File: src/sv/bafc_pkg.sv
// bafc_pkg: shared types, constants and helpers for the barometric altitude filter.
// No dependencies; imported by every module of the block.
`default_nettype none

package bafc_pkg;

  // temperature term: (T * coef + rnd) >> shift, per sensor generation
  localparam int unsigned TERM_COEF_OLD  = 50;
  localparam int unsigned TERM_RND_OLD   = 8;
  localparam int unsigned TERM_SHIFT_OLD = 4;
  localparam int unsigned TERM_COEF_NEW  = 62;
  localparam int unsigned TERM_RND_NEW   = 64;
  localparam int unsigned TERM_SHIFT_NEW = 7;

  // register reset values
  localparam logic        RST_SENSOR_TYPE   = 1'b1;
  localparam logic [18:0] RST_ORIGIN        = 19'd0;
  localparam logic [19:0] RST_GAIN          = 20'd2867;
  localparam logic [30:0] RST_JUMP_LIMIT    = 31'd655360;
  localparam logic [15:0] RST_TAU           = 16'd256;
  localparam logic [15:0] RST_PERIOD        = 16'd3277;

  localparam int unsigned REG_ADDR_W = 5;
  localparam int unsigned STEP_W     = 4;

  typedef enum logic [2:0] {
    REG_SENSOR_TYPE,
    REG_ORIGIN,
    REG_GAIN,
    REG_JUMP_LIMIT,
    REG_TAU,
    REG_PERIOD
  } reg_idx_t;

  typedef struct packed {
    logic        sensor_type;
    logic [18:0] origin_pressure;
    logic [19:0] count_gain;
    logic [30:0] jump_limit;
    logic [15:0] filter_tau;
    logic [15:0] update_period;
  } cfg_t;

  typedef struct packed {
    logic [15:0]        raw_reading;
    logic               read_ok;
    logic               accel_valid;
    logic               near_level;
    logic               in_flight;
    logic signed [31:0] fallback_altitude;
  } sample_t;

  typedef struct packed {
    logic               next_is_pressure;
    logic               new_altitude;
    logic signed [31:0] altitude;
    logic signed [31:0] filtered_altitude;
    logic               jump_seen;
    logic [15:0]        failure_count;
    logic               sensor_failed;
  } result_t;

  // datapath operations, one per microcode step
  typedef enum logic [3:0] {
    ALU_NOP,
    ALU_FRONT,   // decode reading, hold pressure or form compensated pressure
    ALU_ALT,     // raw altitude = sat(-p * gain)
    ALU_SLEW,    // jump check and slew limit
    ALU_ERR,     // e = sat(alt - est)
    ALU_TT,      // latch tau * tau
    ALU_ET,      // g = rnd(2 * e * tau, 8)
    ALU_HI,      // latch e * tt_hi
    ALU_F0,      // f0 from both partial products
    ALU_INT,     // integral update
    ALU_F1,      // f1 = sat(integral + g)
    ALU_EST,     // estimate update
    ALU_FB,      // estimate loaded from fallback
    ALU_DONE     // result register load
  } alu_op_t;

  typedef enum logic [1:0] {MA_P, MA_TAU, MA_ERR, MA_F} mul_a_t;
  typedef enum logic [2:0] {MB_GAIN, MB_TAU, MB_TT_HI, MB_TT_LO, MB_PERIOD} mul_b_t;

  typedef enum logic [2:0] {
    JC_NEXT,
    JC_NO_PAIR,
    JC_NO_FILTER,
    JC_ALWAYS,
    JC_END
  } jcond_t;

  typedef logic [STEP_W-1:0] step_t;

  typedef struct packed {
    alu_op_t alu;
    mul_a_t  ma;
    mul_b_t  mb;
    logic    mul_en;
    jcond_t  jc;
    step_t   target;
  } uword_t;

  typedef struct packed {
    logic no_pair;
    logic no_filter;
    logic out_free;
  } status_t;

  localparam logic signed [63:0] SAT_MAX = 64'sh0000_0000_7FFF_FFFF;
  localparam logic signed [63:0] SAT_MIN = 64'shFFFF_FFFF_8000_0000;

  function automatic logic signed [31:0] sat32(input logic signed [63:0] x);
    logic signed [31:0] y;
    if (x > SAT_MAX) begin
      y = 32'sh7FFF_FFFF;
    end else if (x < SAT_MIN) begin
      y = 32'sh8000_0000;
    end else begin
      y = $signed(x[31:0]);
    end
    return y;
  endfunction

endpackage

`default_nettype wire

File: src/sv/bafc_regs.sv
// bafc_regs: APB-style configuration registers of the altitude filter.
// Depends on bafc_pkg (cfg_t, register indexes, reset values).
`default_nettype none

module bafc_regs (
  input  logic                             clk,
  input  logic                             rst,
  input  logic                             psel,
  input  logic                             penable,
  input  logic                             pwrite,
  input  logic [bafc_pkg::REG_ADDR_W-1:0]  paddr,
  input  logic [31:0]                      pwdata,
  output logic [31:0]                      prdata,
  output logic                             pready,
  output bafc_pkg::cfg_t                   cfg
);
  import bafc_pkg::*;

  logic [REG_ADDR_W-3:0] idx;
  logic                  wr;

  assign idx    = paddr[REG_ADDR_W-1:2];
  assign wr     = psel && penable && pwrite;
  assign pready = 1'b1;

  always_ff @(posedge clk) begin
    if (rst) begin
      cfg.sensor_type     <= RST_SENSOR_TYPE;
      cfg.origin_pressure <= RST_ORIGIN;
      cfg.count_gain      <= RST_GAIN;
      cfg.jump_limit      <= RST_JUMP_LIMIT;
      cfg.filter_tau      <= RST_TAU;
      cfg.update_period   <= RST_PERIOD;
    end else if (wr) begin
      unique case (idx)
        REG_SENSOR_TYPE: cfg.sensor_type     <= pwdata[0];
        REG_ORIGIN:      cfg.origin_pressure <= pwdata[18:0];
        REG_GAIN:        cfg.count_gain      <= pwdata[19:0];
        REG_JUMP_LIMIT:  cfg.jump_limit      <= pwdata[30:0];
        REG_TAU:         cfg.filter_tau      <= pwdata[15:0];
        REG_PERIOD:      cfg.update_period   <= pwdata[15:0];
        default: ;
      endcase
    end
  end

  always_comb begin
    unique case (idx)
      REG_SENSOR_TYPE: prdata = {31'd0, cfg.sensor_type};
      REG_ORIGIN:      prdata = {13'd0, cfg.origin_pressure};
      REG_GAIN:        prdata = {12'd0, cfg.count_gain};
      REG_JUMP_LIMIT:  prdata = {1'b0, cfg.jump_limit};
      REG_TAU:         prdata = {16'd0, cfg.filter_tau};
      REG_PERIOD:      prdata = {16'd0, cfg.update_period};
      default:         prdata = '0;
    endcase
  end

endmodule

`default_nettype wire

File: config.mk
export PLATFORM = sky130hd
export DESIGN_NAME = bafc_regs
export DESIGN_NICKNAME = d
export VERILOG_FILES = /design/src/sv/bafc_pkg.sv /design/src/sv/bafc_regs.sv
export SDC_FILE = /design/constraint.sdc
export NUM_CORES = 1
export LEC_CHECK = 0
export BUFFER_PORTS_ARGS = -buffer_cell sky130_fd_sc_hd__buf_2
export CAP_MARGIN = 0
export CORE_UTILIZATION = 35
export CTS_CLUSTER_DIAMETER = 100
export CTS_CLUSTER_SIZE = 28
export DETAILED_ROUTE_END_ITERATION = 16
export PLACE_DENSITY_LB_ADDON = 0.05
export SYNTH_ARGS = -nofsm -noshare
export SYNTH_HDL_FRONTEND = slang
export SYNTH_SLANG_ARGS = --single-unit
File: constraint.sdc
create_clock -name clk -period 1.79 [get_ports clk]
set_clock_uncertainty 0.05 [all_clocks]
set_input_delay 0.358 -clock clk [delete_from_list [all_inputs] [get_ports clk]]
set_output_delay 0.358 -clock clk [all_outputs]
set_load 0.1 [all_outputs]
# Word level (Yosys, flattened, before mapping)
# Index checks and enable logic that the tools add are counted.
[word_totals]
register_bits = 103
in_bits = 42
output_inout_bits = 136
wordCells = 21
[classes]
n_eq_ne = 5
muxes = 1
reduce_logical = 9
[op_table]
columns = ["operator", "count"]
rows = [
  ["$pmux W31 S6", 1],
  ["$reduce_and A2 Y1", 6],
  ["$eq A3 B2 Y1 const B", 2],
  ["$eq A3 B3 Y1 const B", 2],
  ["$eq A3 B1 Y1 const B", 1],
  ["$logic_not A3 Y1", 1],
  ["$logic_and A1 B1 Y1", 2],
]

# Depth between registers and ports, before layout
# Gate-level depths: netlist of the first run.
[depth]
ltp_word = 3
depth_mapped = 6
ltp_nobuf = 3

# Least setup slack after synthesis of the first run
# OpenSTA, ideal clock, no wires.
[synth_path]
path_kind = "register to output"
start = "register cfg[63] (netlist bit)"
end = "output prdata[0]"
arrival_time_ps = 2871
required_ps = 1382
setup_slack_ps = -1489
stages_incl_launch_ff = 4
n_path_buf = 0
cell_sequence = "dfxtp_1 mux4_2 inv_1 o22ai_1"
[synth_via]
elab_chain_cells = 1
[synth_lines]
columns = ["item", "line_no", "source"]
rows = [
  ["start, declared", "bafc_regs.sv:15", "output bafc_pkg::cfg_t cfg"],
  ["$pmux W31 S6", "bafc_regs.sv:48", "unique case (idx)"],
  ["end, declared", "bafc_regs.sv:13", "output logic [31:0] prdata,"],
]
# Every way passes these cells.

# Final worst setup path of the first run
[layout_path]
start = "input paddr[2] (netlist bit)"
end = "output prdata[15]"
[layout_via]
elab_chain_cells = 2
elab_cells_between_ends = 7
classes_between = "5 x eq/ne; 1 x mux; 1 x reduce/logical"
[layout_lines]
columns = ["item", "line_no", "source"]
rows = [
  ["start, declared", "bafc_regs.sv:11", "input logic [bafc_pkg::REG_ADDR_W-1:0] paddr,"],
  ["$eq A3 B3 Y1 (tied with other cells)", "bafc_regs.sv:48", ""],
  ["$pmux W31 S6 (*)", "bafc_regs.sv:48", ""],
]
# Mark *: on every way between the ends. The rest lies on a longest branch, timed or not.

==> results of run 1 <==
critical path, delay by kind of cell:
kind,cells,cell delay (ps)
buffers and inverters,4,610
AND/OR/NAND/NOR,1,270
AO/OA/AOI/OAI,2,300
synthesized netlist by cell type (all sizes together), types with 2 or more instances:
master and count:
o21ai 38, conb 2, a22oi 3, nand3 38, mux2i 81, a21oi 38
nor2 39, nand2 3, dfxtp 103, nor2b 3, nand2b 69, buf 23
o2bb2ai 14, a221o 14, and2 3, mux2 4, and3 11, clkbuf 28
layer usage:
metal,vias up,part of all wire (%),track usage (%)
met2,123,49,38.5
met4,2,1.3,7.42
met3,21,4.7,4.56
met5,-,0.10,0
li1,2218,-,-
met1,2228,45,29.4
worst min-delay path by stage:
stage / start / end / slack, ps / depth (start not counted)
3_5_place_dp: cfg[83] / cfg[83] / 420 / 2
2_1_floorplan: pwdata[8] / cfg[40] / 450 / 2
4_1_cts: pwdata[24] / cfg[56] / 180 / 3
6_report: pwdata[24] / cfg[56] / 190 / 3
5_1_grt: pwdata[24] / cfg[56] / 190 / 3
3_3_place_gp: cfg[82] / cfg[82] / 410 / 2
repair_timing:
action,4_1_cts,5_1_grt
setup buffers,1,0
gates cloned,2,0
endpoints found under the setup margin,31,19
endpoints found under the hold margin,0,0
resized for setup,24,4
pin swaps,5,1
kinds of logic after synthesis:
| family | after synthesis | synth area share, % |
|---|---|---|
| AND/OR/NAND/NOR | 171 | 19.8 |
| buffers and inverters | 52 | 5.24 |
| flip-flops | 103 | 42.4 |
| multiplexers | 86 | 18.0 |
| other | 2 | 0.154 |
| AO/OA/AOI/OAI | 112 | 14.4 |
area by class of cell:
cell class	instances	area, µm²	share of cell area [%]
Inverter	1	3.75	0.0506
Sequential cell	103	2220	30.0
Tap cell	176	220	2.97
Multi-Input combinational cell	372	2850	38.4
Timing Repair Buffer	218	1850	24.9
Clock inverter	5	21.3	0.287
Clock buffer	11	254	3.42
power by group through the flow:
stage	clock network, mW	registers [mW]	logic (mW)
after global routing	2.01	2.31	0.905
after global placement	0	2.36	0.823
after floorplan	0	2.48	0.439
final	1.87	2.31	0.867
after CTS	1.92	2.30	0.867
after detailed placement	0	2.36	0.832
stage by stage:
stage          utilization, %  setup TNS [ps]  instances  power (mW)
6_report                 55.4           -2180        886        5.05
5_1_grt                  55.4           -2780        886        5.22
4_1_cts                  55.3           -1890        886        5.09
3_5_place_dp             52.1           -5170        867        3.19
3_3_place_gp             52.1           -4410        867        3.18
2_1_floorplan               -            -530        526        2.92
==> metrics.txt, run 1 <==
Synth async-reset ratio=0%; pre-CTS setup slack=-244 ps; critical-path maximum fanout=9; Sink Count=around 100; Clk pin slew, worst setup/hold paths=about 70 ps; Worst VDD drop=465 µV; # DRC=0; share of layout cells above drive strength 1=a little under three fifths; IO Pins=178; DP HPWL=about 11000 µm; worst-case clock buffer depth=2; filler instances=approximately 1200; most common cell after layout, fill and taps aside=buf_2; Min Hold Slack=between 150 and 200 ps; final setup fails=16; total gr overflow=0; Placement Cell Area=roughly 7000 µm²; clock latency on the worst-skew pair=350 ps; most frequent cells in the layout=buf_2, dfxtp_2, mux2i_1, nand2b_1, buf_12; initial antenna violation count=2; Yosys cell types=37; vias per cell=5.18; max reg flops=between 100 and 150; Yosys top cell area share=42.4%; Post-synth EDFFs=0; total track usage=23.0%; slowest cell delay on critical path=approximately 270 ps; vias in the first global route=between 4000 and 5000; Chip Width=~120 µm; Worst Setup Start Kind=input pin; CP arrival=roughly 1500 ps; Detailed Route Iter0 Violations=about 250; CP max-delay cell=nor3b_4; WL/cell=about 18 µm; Largest regs=cfg x103; Rows=42; period utilisation layout=109%; crit-path most repeated cell=buf_12; Core Box Area=about 13000 µm²; hold-fix buffer count after cts=0; n_diodes=0; Final Cell Area=~7400 µm²; failing checks=setup timing; Initial Util=approximately 36%; status=complete, but fails checks; Reg2Reg Capture Point=cfg[32]; P&R area growth vs syn=52.5%; Clock Root Buffer=clkbuf_16; largest net degree at the start of global routing=89; Tmin final=1950 ps; Yosys top cell by area=dfxtp_1; PwrDens=about 700 nW/µm²; antenna viol nets, final=0; CTS buffer count=9; Reg-to-Reg Start=cfg[32]; Die Span Y=about 120 µm; Clock Power Share=between 30% and 40%; Post-Route WL=16300 µm; Final Max Tran Viols=0; Req. time, crit path=about 1400 ps; reg2reg path depth=3; Int Pwr=between 3 and 4 mW; ys flop type=dfxtp_1; synth warn=0; area of the die=14400 µm²; Net Sw Power=roughly 1.4 mW; Via Count=around 4600; PortBufs=roughly 170; Gate Count Post-Synth=about 530; P_leak=between 3 and 4 nW; Slew HR=about two thirds; combinational share of power=around 17%; worst slew pin tran=between 500 and 600 ps; first-pass GRT wire length=25200 µm; worst setup path startpoint=paddr[2]; Worst setup EP type=output port; CTS tree=built; Cell Area, Synth=about 4900 µm²; max cap viols=0; f_max=0.512 GHz; Reg with most FFs=cfg; reg2reg setup slack=1000 ps; gpl congestion=about 0.77; final hold vios=0; cells along the critical path=buf_12, buf_12, nor3b_4, buf_12, o2bb2ai_1, a221o_4, buf_12; Net Count, Synth=around 570; Reg power frac=between 40% and 50%; type of the tightest min-delay check=in -> reg; Layout Nets=~750; worst setup path class=in -> out; CP endpoint=prdata[15]; Synth Register Bits=103; Setup WS post-layout=-162 ps; CTS H-tree lvls=3; Initial DRT Pass Iterations=4; Avg Inst Size Synth=9.25 µm²; RSZ-0062 raised after global routing=true; sw frac=28.7%; synth top area cells=dfxtp_1, mux2i_1, nand2b_1; Seq/Total Area, Yosys=a little over two fifths
Note: power is estimated with default switching activity, not from simulation.
==> inputs of run 2 (changes only) <==
--- a/config.mk
+++ b/config.mk
@@ -11,7 +11,7 @@
 export CTS_CLUSTER_DIAMETER = 100
 export CTS_CLUSTER_SIZE = 28
 export DETAILED_ROUTE_END_ITERATION = 16
-export PLACE_DENSITY_LB_ADDON = 0.05
+export GPL_ROUTABILITY_DRIVEN = 0
 export SYNTH_ARGS = -nofsm -noshare
 export SYNTH_HDL_FRONTEND = slang
 export SYNTH_SLANG_ARGS = --single-unit
==> metrics.txt, run 2 (synthesis gave the netlist of run 1 again) <==
P_leak=3.31 nW (+1.5%); worst setup path class=reg -> out; PortBufs=172 (unchanged); Worst Setup Start Kind=register; CP max-delay cell=mux4_2; CP arrival=1470 ps (-70 ps); final hold vios=0 (unchanged); n_diodes=0 (unchanged); initial antenna violation count=0 (-2); vias in the first global route=4781 (+4.2%); Placement Cell Area=6950 µm² (-0.50%); Worst VDD drop=413 µV (-11%); Initial DRT Pass Iterations=5 (+1); Min Hold Slack=193 ps (+3.45 ps); P&R area growth vs syn=54.5%; max cap viols=0 (unchanged); RSZ-0062 raised after global routing=true; failing checks=setup timing; Req. time, crit path=1380 ps (about the same); antenna viol nets, final=0 (unchanged); Largest regs=cfg x103; Core Box Area=13400 µm² (unchanged); DP HPWL=11200 µm (-0.72%); critical-path maximum fanout=2 (-7); Final Max Tran Viols=0 (unchanged); Post-Route WL=16400 µm (+0.42%); Layout Nets=756 (+1.2%); most common cell after layout, fill and taps aside=buf_2; Rows=42 (unchanged); period utilisation layout=105% (-4.0 points); Reg with most FFs=cfg; Inst Count DP=859 (-0.92%); vias per cell=5.25 (+1.3%); Initial Util=36.3% (unchanged); first-pass GRT wire length=25600 µm (+1.4%); final setup fails=19 (+3); Detailed Route Iter0 Violations=260 (+4.4%); max reg flops=103 (unchanged); # DRC=0 (unchanged); f_max=0.532 GHz (+3.8%); largest net degree at the start of global routing=68 (-24%); CTS buffer count=9 (unchanged); total track usage=23.2% (+0.19 points); Chip Width=120 µm (unchanged); Final Cell Area=7520 µm² (+1.3%); type of the tightest min-delay check=in -> reg; most frequent cells in the layout=buf_2, dfxtp_2, mux2i_1, nand2b_1, buf_12; worst-case clock buffer depth=2 (unchanged); share of layout cells above drive strength 1=56.2% (+0.56 points); Sink Count=103 (unchanged); status=complete, but fails checks; PwrDens=689 nW/µm² (+1.3%); Setup WS post-layout=-89.9 ps (+72.3 ps); cells along the critical path=mux4_2, inv_2, o22ai_4, buf_12; Via Count=4699 (+2.3%); clock latency on the worst-skew pair=350 ps (about the same); area of the die=14400 µm² (unchanged); Clk pin slew, worst setup/hold paths=70 ps (about the same); Worst setup EP type=output port; total gr overflow=0 (unchanged); CTS H-tree lvls=3 (unchanged); Post-Layout Cell Count=895 (+1.0%); slowest cell delay on critical path=470 ps (+200 ps); IO Pins=178 (unchanged); WL/cell=18.3 µm (-0.59%); Die Span Y=120 µm (unchanged); Clock Root Buffer=clkbuf_16; Tmin final=1880 ps (-72.3 ps); CTS tree=built
[run 2: cell types whose count changed in the layout (fill, tap and decap cells not counted), moves of 2 or more]
cell       previous run  this run
buf_4                34        41
buf_12               41        43
o2bb2ai_2             5         1
clkinv_1              3         0
o2bb2ai_1             9        13
[run 2: worst max-delay path: cells and delay by family, from the launching register on]
family | cells | cell delay [ps]
mux | 1 | 470
flops | 1 | 320
buf+inv | 2 | 250
compound gates | 1 | 70
[run 2: worst paths after layout]
check,end,slack [ps],depth (start not counted),start
min reg2reg,cfg[62],440,2,cfg[62]
max,prdata[0],-90,4,cfg[32]
min,cfg[62],190,3,pwdata[30]
max reg2reg,cfg[102],900,3,cfg[102]
[run 2: area by class of cell]
class                   instances  area, µm²
fillers                      1199       5880
clock buffers                  12        279
flip-flops and latches        103       2220
clock inverters                 4       23.8
multi-input cells             373       2840
inverters                       1       3.75
well taps                     176        220
repair buffers                226       1930
[run 2: repair_timing]
item	CTS	global route
hold buffers	0	0
gates cloned	3	0
endpoints found under the hold margin	0	0
pin swaps	13	7
setup buffers	10	8
resized for setup	22	3
endpoints found under the setup margin	31	30
[run 2: stage by stage]
stage	TNS, ps	setup slack, ps	power [mW]	util (%)
after floorplan	-530	-213	2.92	-
after global placement	-4940	-146	3.18	51.9
after detailed placement	-6410	-163	3.19	51.9
after CTS	-870	-123	5.21	55.6
after global routing	-1410	-134	5.36	56.1
final	-765	-89.9	5.18	56.1
[run 2: report_power, final]
group / total [mW] / switching [mW] / internal [mW]
Sequential: 2.31 / 0.0145 / 2.29
Combinational: 0.882 / 0.568 / 0.314
Clock: 1.99 / 0.884 / 1.11
Total: 5.18 / 1.47 / 3.71
[run 2: per-layer routing]
| metal | wire length (µm) | global-route usage, % |
|---|---|---|
| met4 | 251 | 8.98 |
| met2 | 8170 | 39.8 |
| met1 | 6920 | 27.8 |
| met3 | 1020 | 5.32 |
| met5 | 0 | 0 |
==> inputs of run 3 (changes only) <==
--- a/config.mk
+++ b/config.mk
@@ -5,13 +5,17 @@
 export SDC_FILE = /design/constraint.sdc
 export NUM_CORES = 1
 export LEC_CHECK = 0
+export ABC_AREA = 1
 export BUFFER_PORTS_ARGS = -buffer_cell sky130_fd_sc_hd__buf_2
 export CAP_MARGIN = 0
-export CORE_UTILIZATION = 35
+export CELL_PAD_IN_SITES_DETAIL_PLACEMENT = 1
+export CELL_PAD_IN_SITES_GLOBAL_PLACEMENT = 2
+export CORE_UTILIZATION = 26
 export CTS_CLUSTER_DIAMETER = 100
 export CTS_CLUSTER_SIZE = 28
 export DETAILED_ROUTE_END_ITERATION = 16
 export GPL_ROUTABILITY_DRIVEN = 0
+export PLACE_DENSITY_LB_ADDON = 0.1
 export SYNTH_ARGS = -nofsm -noshare
 export SYNTH_HDL_FRONTEND = slang
 export SYNTH_SLANG_ARGS = --single-unit
==> metrics.txt, run 3 <==
vias in the first global route=5543 (+16%); Post-Layout Cell Count=1287 (+44%); Largest regs=cfg x103; Clk pin slew, worst setup/hold paths=70 ps (about the same); dominant cell by count in the synthesized netlist=nor2_1; synth top area cells=dfxtp_1, nor2_1, nand2_1; clock latency on the worst-skew pair=350 ps (about the same); Chip Width=144 µm (+20%); Post-Route WL=20600 µm (+26%); critical-path maximum fanout=8 (+6); Final Cell Area=8390 µm² (+12%); failing checks=setup timing; Min-Delay Endpoint=cfg[10]; share of layout cells above drive strength 1=45.9% (-10 points); IO Pins=178 (unchanged); P_leak=4.00 nW (+21%); Placement Cell Area=7730 µm² (+11%); worst slew pin tran=between 500 and 600 ps; Layout Utilization=42.8% (-13 points); final setup fails=27 (+8); CTS tree=built; hold-fix buffer count after cts=0 (unchanged); Synth Register Bits=103 (unchanged); Post-synth top cells=nor2_1, nand2_1, dfxtp_1; Yosys top cell by area=dfxtp_1; f_max=0.542 GHz (+1.8%); Detailed Route Iter0 Violations=141 (-46%); most frequent cells in the layout=nor2_1, nand2_1, buf_2, dfxtp_2, nand3_1; WL/cell=16.0 µm (-12%); Avg Inst Size Synth=6.36 µm² (-31%); PwrDens=651 nW/µm² (-5.4%); Reg-to-Reg Start=cfg[85]; max cap viols=0 (unchanged); Clock Root Buffer=clkbuf_16; slowest cell delay on critical path=220 ps (-250 ps); synth warn=0 (unchanged); Cell Area, Synth=5240 µm² (+7.7%); initial antenna violation count=0 (unchanged); Rows=51 (+21%); Final Total Pwr=5.46 mW (+5.5%); Tmin final=1850 ps (-33.6 ps); final hold vios=0 (unchanged); most common cell after layout, fill and taps aside=nor2_1; reg2reg setup slack=1090 ps (+190 ps); vias per cell=4.44 (-15%); # DRC=0 (unchanged); Seq/Total Area, Yosys=39.4% (-3.0 points); reg2reg path depth=2 (-1); period utilisation layout=103% (-1.9 points); filler instances=2440 (+100%); CTS buffer count=9 (unchanged); Req. time, crit path=1380 ps (about the same); Worst Setup Start Kind=input pin; Yosys top cell area share=39.4% (-3.0 points); Die Span Y=144 µm (+20%); worst setup path startpoint=paddr[4]; Bufs and invs on worst path=5 (+3); Reg2Reg Capture Point=cfg[85]; total track usage=20.7% (-2.5 points); status=complete, but fails checks; worst-case clock buffer depth=2 (unchanged); Inst Count DP=1259 (+47%); Initial Util=26.7% (-9.6 points); Sink Count=103 (unchanged); n_diodes=0 (unchanged); Synth async-reset ratio=0% (unchanged); CP max-delay cell=buf_16; Reg with most FFs=cfg; crit-path most repeated cell=buf_12; ys flop type=dfxtp_1; area of the die=20700 µm² (+44%); RSZ-0062 raised after global routing=true; Yosys cell types=20 (-46%); Largest delay share family, worst path=buffers and inverters; cells along the critical path=buf_4, inv_12, nand3_4, buf_16, buf_12, nor2_4, buf_12; DP HPWL=14700 µm (+31%); Final Max Tran Viols=0 (unchanged); first-pass GRT wire length=31900 µm (+25%); largest net degree at the start of global routing=49 (-28%); Net Count, Synth=866 (+52%); Worst setup EP type=output port; type of the tightest min-delay check=in -> reg; max reg flops=103 (unchanged); Initial DRT Pass Iterations=4 (-1); P&R area growth vs syn=60.1%; Core Box Area=19600 µm² (+46%); Layout Nets=1059 (+40%); WHS Path Cells=3 (unchanged); CP arrival=1440 ps (-30 ps); CTS H-tree lvls=3 (unchanged); Setup WS post-layout=-56.2 ps (+33.6 ps); PortBufs=172 (unchanged); Worst VDD drop=458 µV (+11%); antenna viol nets, final=0 (unchanged); Slew HR=around two thirds; pre-CTS setup slack=-134 ps (+29.6 ps); Post-synth EDFFs=0 (unchanged); total gr overflow=0 (unchanged); Via Count=5714 (+22%); HP Start=pwdata[10]; Gate Count Post-Synth=824 (+57%); worst setup path class=in -> out
run 3: cell count changes after synthesis, sizes merged, moves of 11 or more:
cell	delta
o2bb2ai	-14
mux2i	-81
nand2	+201
nand3	+65
buf	+20
nand2b	-69
nor2	+200
a221o	-14
clkbuf	-21
o21ai	-29
inv	+94
a21oi	-38
and3	-11
nand4	+18
run 3: kinds of logic (layout without fill, tap and decap cells):
| group | Yosys count | count (layout) | synth area share, % |
|---|---|---|---|
| compound gates | 9 | 9 | 0.860 |
| other cells | 2 | 2 | 0.143 |
| simple gates | 565 | 565 | 46.6 |
| buf+inv | 145 | 343 | 13.0 |
| flops | 103 | 103 | 39.4 |
run 3: through the flow:
step	TNS (ps)	hold slack, ps
after floorplan	-769	434
after global placement	-2860	396
after detailed placement	-3150	399
after CTS	-1230	166
after global routing	-2530	174
final	-1040	175
run 3: area by class of cell:
type	count	area, µm²	share of cell area (%)
Tap cell	265	332	3.95
Sequential cell	103	2190	26.1
Inverter	95	377	4.49
Clock inverter	4	28.8	0.343
Multi-Input combinational cell	576	3040	36.3
Clock buffer	12	256	3.06
Timing Repair Buffer	232	2160	25.8
run 3: routing by layer:
layer / GRT usage, % / vias to the layer above / routed length (µm)
met2: 34.0 / 134 / 9510
li1: - / 2886 / -
met1: 28.0 / 2678 / 9870
met3: 3.20 / 16 / 915
met5: 0 / - / 0
met4: 5.21 / 0 / 291
run 3: how the worst max path moves through the flow:
stage | endpoint | slack, ps | depth (start not counted)
after floorplan | prdata[10] | -90 | 8
after global placement | prdata[10] | -120 | 7
after detailed placement | prdata[12] | -130 | 8
after CTS | prdata[16] | -70 | 8
after global routing | prdata[19] | -110 | 8
final | prdata[26] | -60 | 7
run 3: power by group:
group / switching, mW / internal (mW) / total, mW / leakage [nW]
clock network: 0.961 / 1.03 / 1.99 / 0.135
logic: 0.782 / 0.347 / 1.13 / 3.00
registers: 0.0258 / 2.32 / 2.35 / 0.866
run 3: repair_timing:
item | CTS | global route
resized for setup | 60 | 19
gates cloned | 4 | 0
pin swaps | 18 | 7
setup buffers | 8 | 2
hold endpoints to repair | 0 | 0
endpoints found under the setup margin | 31 | 31
run 3: worst register-to-register path, stage by stage, from the launching register on:
cell	delay, ps
dfxtp_2	340
nor2_1	140
nor2_1	70
